[src/sv/mciir_pkg.sv]
// ----------------------------------------------------------------------------
// mciir_pkg: shared types and constants
// Sample, coefficient and payload types, CSR map and tap helpers for the
// multichannel direct form one IIR filter.
// ----------------------------------------------------------------------------
package mciir_pkg;

   localparam int Order        = 2;
   localparam int Channels     = 6;
   localparam int NumFields    = 6;
   localparam int SampleWidth  = 32;
   localparam int ProdWidth    = 2 * SampleWidth;
   localparam int SumWidth     = ProdWidth + 4;
   localparam int FracDrop     = 28;
   localparam int CsrAddrWidth = 5;
   localparam int CsrDataWidth = 32;

   typedef logic signed [SampleWidth-1:0] sample_type;
   typedef sample_type [NumFields-1:0]    sample_vec_type;

   localparam sample_type SampleMax = sample_type'(32'sh7fff_ffff);
   localparam sample_type SampleMin = sample_type'(32'sh8000_0000);
   localparam logic signed [SumWidth-1:0] HalfLsb =
      SumWidth'(64'sd1 <<< (FracDrop - 1));

   typedef struct packed {
      sample_type x_ch0;
      sample_type x_ch1;
      sample_type x_ch2;
      sample_type x_ch3;
      sample_type x_ch4;
      sample_type x_ch5;
   } req_data_type;

   typedef struct packed {
      sample_type y_ch0;
      sample_type y_ch1;
      sample_type y_ch2;
      sample_type y_ch3;
      sample_type y_ch4;
      sample_type y_ch5;
   } rsp_data_type;

   typedef struct packed {
      sample_type b0;
      sample_type b1;
      sample_type b2;
      sample_type a1;
      sample_type a2;
   } coef_type;

   // register index within the CSR map (byte address / 4)
   typedef enum logic [2:0] {
      CSR_B0 = 3'd0,
      CSR_B1 = 3'd1,
      CSR_B2 = 3'd2,
      CSR_A1 = 3'd3,
      CSR_A2 = 3'd4
   } csr_reg_type;

   // feedforward weight of tap k; taps past second order weigh zero
   function automatic sample_type coef_b_at(coef_type coef, int k);
      sample_type w;
      w = '0;
      if (k == 0) w = coef.b0;
      else if (k == 1) w = coef.b1;
      else if (k == 2) w = coef.b2;
      return w;
   endfunction

   // feedback weight of tap k; the leading coefficient is implied
   function automatic sample_type coef_a_at(coef_type coef, int k);
      sample_type w;
      w = '0;
      if (k == 1) w = coef.a1;
      else if (k == 2) w = coef.a2;
      return w;
   endfunction

   function automatic sample_vec_type unpack_req(req_data_type d);
      sample_vec_type v;
      v[0] = d.x_ch0;
      v[1] = d.x_ch1;
      v[2] = d.x_ch2;
      v[3] = d.x_ch3;
      v[4] = d.x_ch4;
      v[5] = d.x_ch5;
      return v;
   endfunction

   function automatic rsp_data_type pack_rsp(sample_vec_type v);
      rsp_data_type d;
      d.y_ch0 = v[0];
      d.y_ch1 = v[1];
      d.y_ch2 = v[2];
      d.y_ch3 = v[3];
      d.y_ch4 = v[4];
      d.y_ch5 = v[5];
      return d;
   endfunction

endpackage

[src/sv/mciir_csr.sv]
// ----------------------------------------------------------------------------
// mciir_csr: coefficient registers
// APB-style slave holding the five Q4.28 filter coefficients.
// ----------------------------------------------------------------------------
module mciir_csr (
   input  logic                                    clock,
   input  logic                                    reset,
   input  logic                                    psel,
   input  logic                                    penable,
   input  logic                                    pwrite,
   input  logic [mciir_pkg::CsrAddrWidth-1:0]      paddr,
   input  logic [mciir_pkg::CsrDataWidth-1:0]      pwdata,
   output logic [mciir_pkg::CsrDataWidth-1:0]      prdata,
   output logic                                    pready,
   output mciir_pkg::coef_type                     coef
);

   mciir_pkg::coef_type    coef_ff;
   mciir_pkg::coef_type    coef_in;
   mciir_pkg::csr_reg_type reg_sel;
   logic                   wr_en;

   assign reg_sel = mciir_pkg::csr_reg_type'(paddr[mciir_pkg::CsrAddrWidth-1:2]);
   assign wr_en   = psel && penable && pwrite && pready;
   assign pready  = 1'b1;
   assign coef    = coef_ff;

   always_comb begin
      coef_in = coef_ff;
      if (wr_en) begin
         unique case (reg_sel)
            mciir_pkg::CSR_B0: coef_in.b0 = pwdata;
            mciir_pkg::CSR_B1: coef_in.b1 = pwdata;
            mciir_pkg::CSR_B2: coef_in.b2 = pwdata;
            mciir_pkg::CSR_A1: coef_in.a1 = pwdata;
            mciir_pkg::CSR_A2: coef_in.a2 = pwdata;
            default: coef_in = coef_ff;
         endcase
      end
   end

   always_comb begin
      unique case (reg_sel)
         mciir_pkg::CSR_B0: prdata = coef_ff.b0;
         mciir_pkg::CSR_B1: prdata = coef_ff.b1;
         mciir_pkg::CSR_B2: prdata = coef_ff.b2;
         mciir_pkg::CSR_A1: prdata = coef_ff.a1;
         mciir_pkg::CSR_A2: prdata = coef_ff.a2;
         default: prdata = '0;
      endcase
   end

   always_ff @(posedge clock) begin
      if (reset) begin
         coef_ff <= '0;
      end else begin
         coef_ff <= coef_in;
      end
   end

endmodule

[config.mk]
export PLATFORM = sky130hd
export DESIGN_NAME = mciir_csr
export DESIGN_NICKNAME = d
export VERILOG_FILES = /design/src/sv/mciir_pkg.sv /design/src/sv/mciir_csr.sv
export SDC_FILE = /design/constraint.sdc
export NUM_CORES = 1
export LEC_CHECK = 0
export ABC_AREA = 1
export BUFFER_PORTS_ARGS = -buffer_cell sky130_fd_sc_hd__buf_2
export CAP_MARGIN = 20
export CORE_UTILIZATION = 50
export DETAILED_ROUTE_END_ITERATION = 10
export PLACE_DENSITY = 0.78
export SYNTH_ARGS = -nofsm -noshare
export SYNTH_HDL_FRONTEND = slang
export SYNTH_SLANG_ARGS = --single-unit
[constraint.sdc]
create_clock -name clock -period 1.65 [get_ports clock]
set_clock_uncertainty 0.15 [all_clocks]
set_input_delay 0.0825 -clock clock [delete_from_list [all_inputs] [get_ports clock]]
set_output_delay 0.0825 -clock clock [all_outputs]
set_load 0.05 [all_outputs]
==> results.ini <==
[run_status]
status=finished, final reports clean

[finish]
layout_commonest_cell=nor2_1
fin_util_pct=68.3
drive_gt1_share_pct=21.3
final_cell_mix=393 x nor2_1, 324 x nand2_1, 224 x buf_2, 202 x nand3_1, 159 x dfxtp_1
largest_register_ffs=160
layout.nets=1586
synthToLayoutAreaGrowth_pct=31.7

[clock_network]
ctsHtreeMaxLevel=4
numCtsBuffers=17
clk_pin_slew_ns=0.06
clkLatencyLatePin_ns=0.42
cts_buffer_depth=2
cts_tree=done
cts_setup_buffers=0
cts.sinks=160
root_buffer=clkbuf_16

[synthesis]
synth_edf_count=0
synth_largest_area_cell=dfxtp_1
yosysUniqueCellTypes=19
synth_warnings=0
ys_seq_elements=160
netlist_instances=1296
yosysSeqAreaShare_pct=40.0
synth_top_area_share_pct=40.0
synth_area_um2=8000
syn-num-nets=1338
synth_flop_cell=dfxtp_1
async_flop_share_pct=0
avgSynthCellArea_um2=6.17
synth_area_leaders=dfxtp_1 40%, nor2_1 19%, nand2_1 15%

[grt]
grt_usage_pct=31.1
antenna_found_initial=1
grt_pass1_vias=7853
grt-ovfl-total=0
grt_max_degree=65
grt_pass1_wl_mm=40.0

[sta]
tns_ns=0
fin_crit_sh_pct=96.1
max_freq_mhz=631
period_minus_slack_ns=1.59
drv_slew=0
final-hold-violation-count=0
rsz0062_at_grt=false
finalSetupViolCount=0

[power_and_ir_drop]
vdd_drop_max_mv=0.687
pwr-share-clk_pct=42.7
internal_power_mw=6.44
p_leak_nw=5.25
switching_share_pct=26.7
p_seq_share_pct=45.0
p_switching_mw=2.35
pwr-share-comb_pct=12.3
p_per_area_nw_per_um2=834

[detailed_routing]
vias=8886
dr.pass1.iters=6
drt_iter0_markers=815
drt-vias-per-instance=5.03
routed_wl_mm=25.4
avgRoutedWirePerCell_um=14.4
ant_nets=0
drcViolationCount=0

[die]
die_w_um=129
io_pins=235
core_um2=15400
fp-row-count=45
die_y_um=129
die_area_um2=16500
start_util_pct=51.9

[critical_path]
path_max_fanout=3
start_kind=flip-flop
reg2reg_slack_ns=0.87
path_class=reg -> out
cp_data_required_time_ns=1.42
cp.arrival_ns=1.35
cp-end-kind=output pin

[run]
drv_cap=0

[worst_hold_path]
hold_class=in -> reg

[place]
place_hpwl_mm=16.6
numPortBuffers=231
gp_congestion=0.858

[path summary, 6_finish.rpt]
check                           depth (start not counted)      start          to
worst min-delay path                                    6    penable    coef[73]
worst max-delay path                                    5   coef[87]  prdata[23]
worst max register to register                          2  coef[102]   coef[102]
worst min register to register                          2   coef[39]    coef[39]
[per-layer routing]
layer	vias up	wire, µm	global-route usage, %
met5	-	0	0
met4	0	462	12.9
met3	46	2090	6.32
met2	400	12100	52.2
met1	4009	10800	38.8
li1	4431	-	-
[synthesized netlist by cell type, types with 2 or more instances]
master and n:
nand3_1 202, nor2_1 395, nor2_2 3, dfxtp_1 160, nor2_4 7, clkbuf_1 17, buf_4 6, inv_2 4
nand3_4 2, buf_6 13, inv_1 109, buf_1 11, buf_2 38, nand2_1 324
[metrics by stage]
step / hold WS, ns / setup slack, ns / instance area, µm² / power (mW) / cells
after floorplan: 0.183 / 0.150 / 8000 / 4.71 / 1296
after global placement: 0.281 / 0.0987 / 9610 / 5.03 / 1702
after detailed placement: 0.284 / 0.0682 / 9610 / 5.04 / 1702
after CTS: 0.213 / 0.0464 / 10500 / 8.81 / 1767
after global routing: 0.241 / 0.00272 / 10500 / 9.07 / 1768
final: 0.224 / 0.0642 / 10500 / 8.78 / 1768
[cell families (layout without fill, tap and decap cells)]
| logic type | after synthesis | after routing | synth area share (%) |
|---|---|---|---|
| and+or+nand+nor | 937 | 937 | 48.5 |
| other | 1 | 2 | 0.0469 |
| buffers and inverters | 198 | 458 | 11.4 |
| DFF | 160 | 160 | 40.0 |
[power by group through the flow]
stage | registers, mW | logic, mW | clock network [mW]
after floorplan | 4.21 | 0.505 | 0
after global placement | 4.04 | 0.988 | 0
after detailed placement | 4.04 | 0.998 | 0
after CTS | 3.95 | 1.06 | 3.79
after global routing | 3.96 | 1.15 | 3.96
final | 3.95 | 1.08 | 3.75
[what timing repair did]
action | CTS | global route
hold buffers | 34 | 0
endpoints found under the hold margin | 160 | 0
endpoints found under the setup margin | 0 | 9
gates resized for setup | 0 | 12
[area by class of cell]
type / count / area (µm²)
fillers: 1392 / 4890
multi-input cells: 938 / 3910
flip-flops and latches: 160 / 3200
repair buffers: 314 / 2170
clock buffers: 22 / 474
inverters: 113 / 429
well taps: 211 / 264
clock inverters: 9 / 85.1
diodes: 1 / 2.50
[worst max-delay path, cell delays in order, from the launching register on]
cell	delay, ns
dfxtp_1	0.40
inv_1	0.06
nor2_1	0.12
nor2_2	0.06
nand2_1	0.07
clkbuf_4	0.23
Note: power is estimated with default switching activity, not from simulation.
